$ cat src/hw/rtl/mp4bw_pkg.sv
// Shared types and constants for the MP4 box header walker.
// Holds box type codes, mvhd field offsets, the parse phase type and the result record.
// No dependencies.
package mp4bw_pkg;

  localparam logic [31:0] BOX_FTYP = 32'h6674_7970;
  localparam logic [31:0] BOX_MOOV = 32'h6D6F_6F76;
  localparam logic [31:0] BOX_MVHD = 32'h6D76_6864;
  localparam logic [31:0] BOX_TRAK = 32'h7472_616B;

  // Box header length in bytes (size word plus type word).
  localparam logic [31:0] HDR_LEN      = 32'd8;
  localparam logic [7:0]  HDR_LEN_B    = 8'd8;
  // Bytes between the end of duration and the start of the next track identifier.
  localparam logic [7:0]  MVHD_GAP     = 8'd76;

  // Offsets of the last byte of each mvhd field, counted from the version byte.
  localparam logic [7:0]  TS_END_V0    = 8'd15;
  localparam logic [7:0]  TS_END_V1    = 8'd23;
  localparam logic [7:0]  DUR_END_V0   = 8'd19;
  localparam logic [7:0]  DUR_END_V1   = 8'd31;
  localparam logic [7:0]  NT_END_V0    = DUR_END_V0 + MVHD_GAP + 8'd4;
  localparam logic [7:0]  NT_END_V1    = DUR_END_V1 + MVHD_GAP + 8'd4;
  localparam logic [7:0]  MVHD_VER_1   = 8'd1;
  localparam logic [7:0]  OFFSET_MAX   = 8'd255;

  typedef enum logic [1:0] {
    EV_TOP_HDR   = 2'd0,
    EV_CHILD_HDR = 2'd1,
    EV_MVHD      = 2'd2,
    EV_SIZE_ERR  = 2'd3
  } event_kind_t;

  typedef enum logic [4:0] {
    PH_TOP        = 5'b00001,
    PH_SKIP_TOP   = 5'b00010,
    PH_CHILD      = 5'b00100,
    PH_MVHD       = 5'b01000,
    PH_SKIP_CHILD = 5'b10000
  } phase_t;

  typedef struct packed {
    event_kind_t  event_kind;
    logic [31:0]  box_size;
    logic [31:0]  box_type;
    logic [7:0]   mvhd_version;
    logic [31:0]  time_scale;
    logic [63:0]  duration;
    logic [31:0]  next_track;
  } result_t;

endpackage

$ cat src/hw/rtl/mp4bw_parse.sv
// Byte parser of the MP4 box header walker: phase, byte counters and mvhd capture.
// Produces at most one result per accepted byte, combinationally from the state registers and the byte.
// Depends on mp4bw_pkg.
module mp4bw_parse #(
  parameter int SIZE_BITS = 32
) (
  input  logic              clk,
  input  logic              rst_n,
  input  logic              accept,
  input  logic [7:0]        data_byte,
  output logic              res_valid,
  output mp4bw_pkg::result_t res
);
  import mp4bw_pkg::*;

  localparam int CW = SIZE_BITS;

  phase_t          phase_r, phase_nxt;
  logic [CW-1:0]   top_left_r, top_left_nxt;
  logic [CW-1:0]   child_left_r, child_left_nxt;
  logic [CW-1:0]   moov_left_r, moov_left_nxt;
  logic [63:0]     shift_r, shift_nxt;
  logic [7:0]      offset_r, offset_nxt;
  logic [7:0]      ver_r, ver_nxt;
  logic [31:0]     ts_r, ts_nxt;
  logic [63:0]     dur_r, dur_nxt;
  logic            err_stop_r, err_stop_nxt;

  logic [63:0]     shift_in;
  logic [31:0]     hdr_size;
  logic [31:0]     hdr_type;
  logic            hdr_small;
  logic [31:0]     rem32;
  logic [63:0]     rem_wide;
  logic            rem_over;
  logic [CW-1:0]   rem_cnt;
  logic [7:0]      offset_inc;
  logic [7:0]      ver_cur;
  logic            v1;
  logic [CW-1:0]   top_dec;
  logic [CW-1:0]   child_dec;
  logic [CW-1:0]   moov_dec;
  logic            moov_step;

  assign shift_in   = {shift_r[55:0], data_byte};
  assign hdr_size   = shift_in[63:32];
  assign hdr_type   = shift_in[31:0];
  assign hdr_small  = hdr_size < HDR_LEN;
  assign rem32      = hdr_size - HDR_LEN;
  assign rem_wide   = {32'd0, rem32};
  // A payload length beyond the counter range is clamped to all ones.
  assign rem_over   = (CW < 32) && ((rem32 >> CW) != 32'd0);
  assign rem_cnt    = rem_over ? '1 : rem_wide[CW-1:0];
  assign offset_inc = offset_r + 8'd1;
  assign top_dec    = (top_left_r != '0) ? top_left_r - CW'(1) : top_left_r;
  assign child_dec  = (child_left_r != '0) ? child_left_r - CW'(1) : child_left_r;
  assign moov_dec   = (moov_left_r != '0) ? moov_left_r - CW'(1) : moov_left_r;
  assign ver_cur    = (offset_r == 8'd0) ? data_byte : ver_r;
  assign v1         = ver_cur == MVHD_VER_1;

  always_comb begin
    phase_nxt      = phase_r;
    top_left_nxt   = top_left_r;
    child_left_nxt = child_left_r;
    moov_left_nxt  = moov_left_r;
    shift_nxt      = shift_r;
    offset_nxt     = offset_r;
    ver_nxt        = ver_r;
    ts_nxt         = ts_r;
    dur_nxt        = dur_r;
    err_stop_nxt   = err_stop_r;
    res_valid      = 1'b0;
    res            = '0;
    moov_step      = 1'b1;

    if (accept && !err_stop_r) begin
      unique case (phase_r)
        PH_SKIP_TOP: begin
          top_left_nxt = top_dec;
          if (top_dec == '0) begin
            phase_nxt = PH_TOP;
          end
        end
        PH_CHILD, PH_MVHD, PH_SKIP_CHILD: begin
          if (phase_r == PH_CHILD) begin
            shift_nxt  = shift_in;
            offset_nxt = offset_inc;
            if (offset_inc >= HDR_LEN_B) begin
              offset_nxt   = 8'd0;
              res_valid    = 1'b1;
              res.box_size = hdr_size;
              res.box_type = hdr_type;
              if (hdr_small) begin
                // A bad child size stops the walker before the moov count moves.
                res.event_kind = EV_SIZE_ERR;
                err_stop_nxt   = 1'b1;
                phase_nxt      = PH_TOP;
                moov_step      = 1'b0;
              end else begin
                res.event_kind = EV_CHILD_HDR;
                child_left_nxt = rem_cnt;
                if (rem_cnt == '0) begin
                  phase_nxt = PH_CHILD;
                end else if (hdr_type == BOX_MVHD) begin
                  phase_nxt = PH_MVHD;
                end else begin
                  phase_nxt = PH_SKIP_CHILD;
                end
              end
            end
          end else begin
            if (phase_r == PH_MVHD) begin
              shift_nxt = shift_in;
              if (offset_r == 8'd0) begin
                ver_nxt = data_byte;
                ts_nxt  = 32'd0;
              end
              if (offset_r == (v1 ? TS_END_V1 : TS_END_V0)) begin
                ts_nxt = shift_in[31:0];
              end
              if (offset_r == (v1 ? DUR_END_V1 : DUR_END_V0)) begin
                dur_nxt = v1 ? shift_in : {32'd0, shift_in[31:0]};
              end
              if (offset_r == (v1 ? NT_END_V1 : NT_END_V0)) begin
                res_valid        = 1'b1;
                res.event_kind   = EV_MVHD;
                res.mvhd_version = ver_r;
                res.time_scale   = ts_r;
                res.duration     = dur_r;
                res.next_track   = shift_in[31:0];
              end
              if (offset_r < OFFSET_MAX) begin
                offset_nxt = offset_inc;
              end
            end
            child_left_nxt = child_dec;
            if (child_dec == '0) begin
              phase_nxt  = PH_CHILD;
              offset_nxt = 8'd0;
            end
          end
          // The end of the moov payload returns to top level, even mid child.
          if (moov_step) begin
            moov_left_nxt = moov_dec;
            if (moov_dec == '0) begin
              phase_nxt  = PH_TOP;
              offset_nxt = 8'd0;
            end
          end
        end
        default: begin
          shift_nxt  = shift_in;
          offset_nxt = offset_inc;
          phase_nxt  = PH_TOP;
          if (offset_inc >= HDR_LEN_B) begin
            offset_nxt   = 8'd0;
            res_valid    = 1'b1;
            res.box_size = hdr_size;
            res.box_type = hdr_type;
            if (hdr_small) begin
              res.event_kind = EV_SIZE_ERR;
              err_stop_nxt   = 1'b1;
            end else begin
              res.event_kind = EV_TOP_HDR;
              if (hdr_type == BOX_MOOV) begin
                moov_left_nxt = rem_cnt;
                phase_nxt     = (rem_cnt != '0) ? PH_CHILD : PH_TOP;
              end else begin
                top_left_nxt = rem_cnt;
                phase_nxt    = (rem_cnt != '0) ? PH_SKIP_TOP : PH_TOP;
              end
            end
          end
        end
      endcase
    end
  end

  always_ff @(posedge clk) begin
    if (!rst_n) begin
      phase_r      <= PH_TOP;
      top_left_r   <= '0;
      child_left_r <= '0;
      moov_left_r  <= '0;
      shift_r      <= '0;
      offset_r     <= '0;
      ver_r        <= '0;
      ts_r         <= '0;
      dur_r        <= '0;
      err_stop_r   <= 1'b0;
    end else begin
      phase_r      <= phase_nxt;
      top_left_r   <= top_left_nxt;
      child_left_r <= child_left_nxt;
      moov_left_r  <= moov_left_nxt;
      shift_r      <= shift_nxt;
      offset_r     <= offset_nxt;
      ver_r        <= ver_nxt;
      ts_r         <= ts_nxt;
      dur_r        <= dur_nxt;
      err_stop_r   <= err_stop_nxt;
    end
  end

endmodule

$ cat src/hw/rtl/mp4bw_out_buf.sv
// Result register with a one-entry skid stage for the MP4 box header walker.
// Holds finished results until the receiver takes them; stalls input only when the skid is full.
// Depends on mp4bw_pkg.
module mp4bw_out_buf (
  input  logic               clk,
  input  logic               rst_n,
  input  logic               push,
  input  mp4bw_pkg::result_t push_res,
  output logic               full,
  output logic               out_valid,
  input  logic               out_stall,
  output mp4bw_pkg::result_t out_res
);
  import mp4bw_pkg::*;

  logic    out_valid_r, out_valid_nxt;
  logic    skid_valid_r, skid_valid_nxt;
  result_t out_res_r, out_res_nxt;
  result_t skid_res_r, skid_res_nxt;
  logic    take;

  assign take      = out_valid_r && !out_stall;
  assign full      = skid_valid_r;
  assign out_valid = out_valid_r;
  assign out_res   = out_res_r;

  always_comb begin
    out_valid_nxt  = out_valid_r && !take;
    skid_valid_nxt = skid_valid_r;
    out_res_nxt    = out_res_r;
    skid_res_nxt   = skid_res_r;
    if (skid_valid_r) begin
      // No push can arrive while the skid holds a result.
      if (take) begin
        out_res_nxt    = skid_res_r;
        out_valid_nxt  = 1'b1;
        skid_valid_nxt = 1'b0;
      end
    end else if (push) begin
      if (!out_valid_r || take) begin
        out_res_nxt   = push_res;
        out_valid_nxt = 1'b1;
      end else begin
        skid_res_nxt   = push_res;
        skid_valid_nxt = 1'b1;
      end
    end
  end

  always_ff @(posedge clk) begin
    if (!rst_n) begin
      out_valid_r  <= 1'b0;
      skid_valid_r <= 1'b0;
    end else begin
      out_valid_r  <= out_valid_nxt;
      skid_valid_r <= skid_valid_nxt;
    end
  end

  always_ff @(posedge clk) begin
    out_res_r  <= out_res_nxt;
    skid_res_r <= skid_res_nxt;
  end

endmodule

$ cat src/hw/rtl/mp4_box_header_walker.sv
// Top level of the MP4 box header walker.
// Instantiates the byte parser mp4bw_parse and the result buffer mp4bw_out_buf.
// Depends on mp4bw_pkg.
//
// Usage: feed the file one byte per transfer on the in_ channel (in_valid,
// in_stall, in_data_byte). Each top-level box header gives one result of
// kind top header, each child header inside moov gives a child header result,
// a complete mvhd gives its version, timescale, duration and next track ID,
// and a box size below 8 gives a size error result, after which every byte is
// taken and ignored until reset.
// Throughput is one byte per cycle while in_stall is low: the parser updates
// its counters and its header shift register once for each accepted byte.
// A result is formed combinationally from the byte that completes it and is
// registered in the out_ channel register, or in the skid stage when stalled.
// When the receiver asserts out_stall, the output register holds its result
// and one more result can land in the skid stage; in_stall rises only while
// the skid stage is occupied.
// Reset (rst_n low, synchronous) returns the parser to the top header phase
// with all counters cleared and empties both result stages.
module mp4_box_header_walker #(
  parameter int SIZE_BITS = 32
) (
  input  logic        clk,
  input  logic        rst_n,
  input  logic        in_valid,
  output logic        in_stall,
  input  logic [7:0]  in_data_byte,
  output logic        out_valid,
  input  logic        out_stall,
  output logic [1:0]  out_event_kind,
  output logic [31:0] out_box_size,
  output logic [31:0] out_box_type,
  output logic [7:0]  out_mvhd_version,
  output logic [31:0] out_time_scale,
  output logic [63:0] out_duration,
  output logic [31:0] out_next_track
);
  import mp4bw_pkg::*;

  logic    accept;
  logic    res_valid;
  result_t res;
  result_t out_res;
  logic    buf_full;

  assign in_stall = buf_full;
  assign accept   = in_valid && !buf_full;

  mp4bw_parse #(
    .SIZE_BITS(SIZE_BITS)
  ) u_parse (
    .clk       (clk),
    .rst_n     (rst_n),
    .accept    (accept),
    .data_byte (in_data_byte),
    .res_valid (res_valid),
    .res       (res)
  );

  mp4bw_out_buf u_out_buf (
    .clk       (clk),
    .rst_n     (rst_n),
    .push      (res_valid),
    .push_res  (res),
    .full      (buf_full),
    .out_valid (out_valid),
    .out_stall (out_stall),
    .out_res   (out_res)
  );

  assign out_event_kind   = out_res.event_kind;
  assign out_box_size     = out_res.box_size;
  assign out_box_type     = out_res.box_type;
  assign out_mvhd_version = out_res.mvhd_version;
  assign out_time_scale   = out_res.time_scale;
  assign out_duration     = out_res.duration;
  assign out_next_track   = out_res.next_track;

endmodule
$ cat config.mk
export PLATFORM = sky130hd
export DESIGN_NAME = mp4_box_header_walker
export DESIGN_NICKNAME = d
export VERILOG_FILES = /design/src/hw/rtl/mp4bw_pkg.sv /design/src/hw/rtl/mp4bw_parse.sv /design/src/hw/rtl/mp4bw_out_buf.sv /design/src/hw/rtl/mp4_box_header_walker.sv
export SDC_FILE = /design/constraint.sdc
export NUM_CORES = 1
export LEC_CHECK = 0
export BUFFER_PORTS_ARGS = -buffer_cell sky130_fd_sc_hd__buf_2
export CORE_ASPECT_RATIO = 1.5
export CORE_MARGIN = 2
export CORE_UTILIZATION = 40
export CTS_BUF_LIST = sky130_fd_sc_hd__clkbuf_8
export CTS_CLUSTER_DIAMETER = 200
export DETAILED_ROUTE_END_ITERATION = 10
export PLACE_DENSITY_LB_ADDON = 0.25
export SKIP_CTS_REPAIR_TIMING = 1
export SYNTH_ARGS = -nofsm -noshare
export SYNTH_HDL_FRONTEND = slang
export SYNTH_SLANG_ARGS = --single-unit
$ cat constraint.sdc
create_clock -name clk -period 23 [get_ports clk]
set_input_delay 1.15 -clock clk [delete_from_list [all_inputs] [get_ports clk]]
set_output_delay 1.15 -clock clk [all_outputs]
set_load 0.02 [all_outputs]
==> run metrics <==
status finished, final reports clean; Synth Flop Type edfxtp_1; max_cap viols 0; max-slew violation count 0; Placement Cell Area 32280 um^2; Final Critical Period 6245 ps; share of post-route cells with drive strength above 1 ~14%; Syn-to-layout area delta 12.80%; residual DRC count 0; CTS Buf Count 100; Fin. Hold Viols 0; Synth area leader edfxtp_1; maximum number of pins on one net before global-route repair 151; Sink Count 676; GPL Wtd Cong 0.9155; register bit total from synthesis ~680; Yosys warning total 0; Pleak 14.63 nW; All-Layer GR Usage 23.02%; Slew headroom 14.41%; CTS tree built; Power Density 68.14 nW/um^2; Root Driver clkbuf_8; top cell type's share of synthesized area about two fifths; gr ovfl total 0; CORE AREA 75100 um^2; crit path max fanout 82; RSZ-0062 raised after global routing no; die height between 300 and 400 um; filler cell count 7076; starting DRC count in detailed routing about 2100; commonest cells after routing, fill and taps aside 404 x edfxtp_1, 401 x nand2_1, 271 x dfxtp_1; cell count after synthesis 2993; die width around 230 um; Routed Antenna Nets 0; Initial Utilization 40.50%; Final Power 2.338 mW; vias in the first global route around 24000; CP Class flip-flop to flip-flop; DR vias 24200; CP Capture Type flip-flop; Netlist cell types 84; initial antenna violation count 2; register area share after synthesis roughly 58%; I/O Buffers 215; commonest non-fill, non-tap cell in the layout edfxtp_1; Routed WL per cell 21.92 um; Routed Wire Length 92330 um; final core utilization 45.69%; maximum level of the CTS H-tree 3; number of I/O pins 216; row count between 100 and 150; dpl cells 4020; post-route cell area 34310 um^2; HPWL Detailed between 60000 and 70000 um; Critical Path RT 23320 ps; mapped cell area 30420 um^2; Final Skew roughly 40 ps; Vias/cell 5.745; Post-synth ARST share 0%; die area 78320 um^2; final total negative setup slack 0 ps; Worst-Margin Slew 1284 ps; Fmax achieved 0.1601 GHz; Synth area leaders edfxtp_1 40%, dfxtp_1 18%, a21o_1 5.1%; Final Non-Filler Cells roughly 4200; Arr. time, crit path 6570 ps; Synth Area per Inst 10.16 um^2; hold crit path type flip-flop to flip-flop; Final nets 3141; clock tree buffer depth 3; crit share post-route 27.15%; crit start category flip-flop; clk_lat worst skew 730 ps; Post-synth EDFFs between 400 and 500; global-route wire length before repair between 100000 and 150000 um; clock-pin slew on the worst setup and hold paths 70 ps; Mapped Nets 3012; Initial DRT Pass Iterations 5; final setup fails 0; maximum VDD drop roughly 43 uV
## final cells by class
cell class	count	area [um^2]	share of cell area, %
flip-flops and latches	676	17580	51.23
multi-input cells	2060	11940	34.80
clock buffers	109	1500	4.372
repair buffers	256	1396	4.069
well taps	1000	1251	3.646
clock inverters	80	525.5	1.531
inverters	28	110.1	0.3209
diodes	3	7.507	0.02188
## synth_stat cells (5+ instances only)
library cell,instances
a211o_1,7
a211oi_1,14
a21o_1,207
a21oi_1,265
a22oi_1,19
a2bb2oi_1,5
a31oi_1,20
and2_1,147
and3_1,79
buf_1,7
clkbuf_1,218
dfxtp_1,272
edfxtp_1,404
ha_1,7
inv_1,28
mux2i_1,15
nand2_1,402
nand2b_1,7
nand3_1,108
nand3b_1,13
nand4_1,31
nand4b_1,17
nor2_1,180
nor2b_1,5
nor3_1,71
nor3b_1,9
nor4_1,47
nor4b_1,13
o211ai_1,16
o21a_1,5
o21ai_0,98
o221a_2,16
o22ai_1,15
o31ai_1,12
o32ai_1,5
o41ai_1,8
or2_2,12
or3_1,37
or4_1,30
xnor2_1,20
xor2_1,25
## worst max-delay path, stage by stage (launching register included)
cell and delay (ps):
dfxtp_1 380, inv_1 120, ha_1 160, nor4b_1 290, nand2_1 210, mux2i_4 890, nand3_1 150, nand2_1 150
nand4_1 180, nor2_4 120, buf_4 480, o21ai_0 250, nand2_4 620, buf_4 760, buf_4 940
## worst paths after layout
kind	start	end	slack [ps]	cells after the start
max	u_parse.offset_r[0]$_SDFFE_PN0P_	u_out_buf.out_res[198]$_DFFE_PP_	16750	14
min	u_parse.dur_r[48]$_SDFFE_PN0P_	u_parse.dur_r[48]$_SDFFE_PN0P_	450	2
max reg2reg	u_parse.offset_r[0]$_SDFFE_PN0P_	u_out_buf.out_res[198]$_DFFE_PP_	16750	14
min reg2reg	u_parse.dur_r[48]$_SDFFE_PN0P_	u_parse.dur_r[48]$_SDFFE_PN0P_	450	2
## state kept, by name (all words and copies together) (netlist names)
name,flops
u_out_buf.out_res,202
u_out_buf.out_valid,1
u_parse.dur_r,64
u_out_buf.full,1
u_out_buf.skid_res_r,202
u_parse.ts_r,32
u_parse.child_left_r,32
u_parse.err_stop_r,1
u_parse.shift_r,56
u_parse.offset_r,8
u_parse.top_left_r,32
u_parse.ver_r,8
u_parse.phase_r,5
u_parse.moov_left_r,32
## kinds of logic after synthesis
| logic type | synth area share [%] |
|---|---|
| AOI/OAI and AO/OA | 16.30 |
| adders and majority gates | 0.2879 |
| muxes | 0.5306 |
| and+or+nand+nor | 20.57 |
| xor gates and xnor gates | 1.296 |
| DFF | 57.78 |
| buffers and inverters | 3.229 |
## through the flow
| stage | setup WS (ps) | hold WS (ps) |
|---|---|---|
| floorplan | 5515 | 427.3 |
| global placement | 15960 | 438.0 |
| detailed placement | 16070 | 441.5 |
| CTS | 16670 | 449.0 |
| global route | 16140 | 470.1 |
| finish | 16750 | 450.3 |
## routing by layer
| layer | routed length, um | up-vias | global-route usage [%] |
|---|---|---|---|
| met5 | 0 | - | 0 |
| met4 | 5951 | 0 | 14.73 |
| met3 | 4410 | 233 | 2.733 |
| met2 | 46870 | 857 | 40.79 |
| met1 | 35090 | 11840 | 26.29 |
| li1 | - | 11270 | - |
## where the power goes
group,internal [mW],switching (mW)
clock,0.509,0.478
combinational,0.0200,0.0527
sequential,1.27,0.00764
Power figures use the tool's default switching activity.
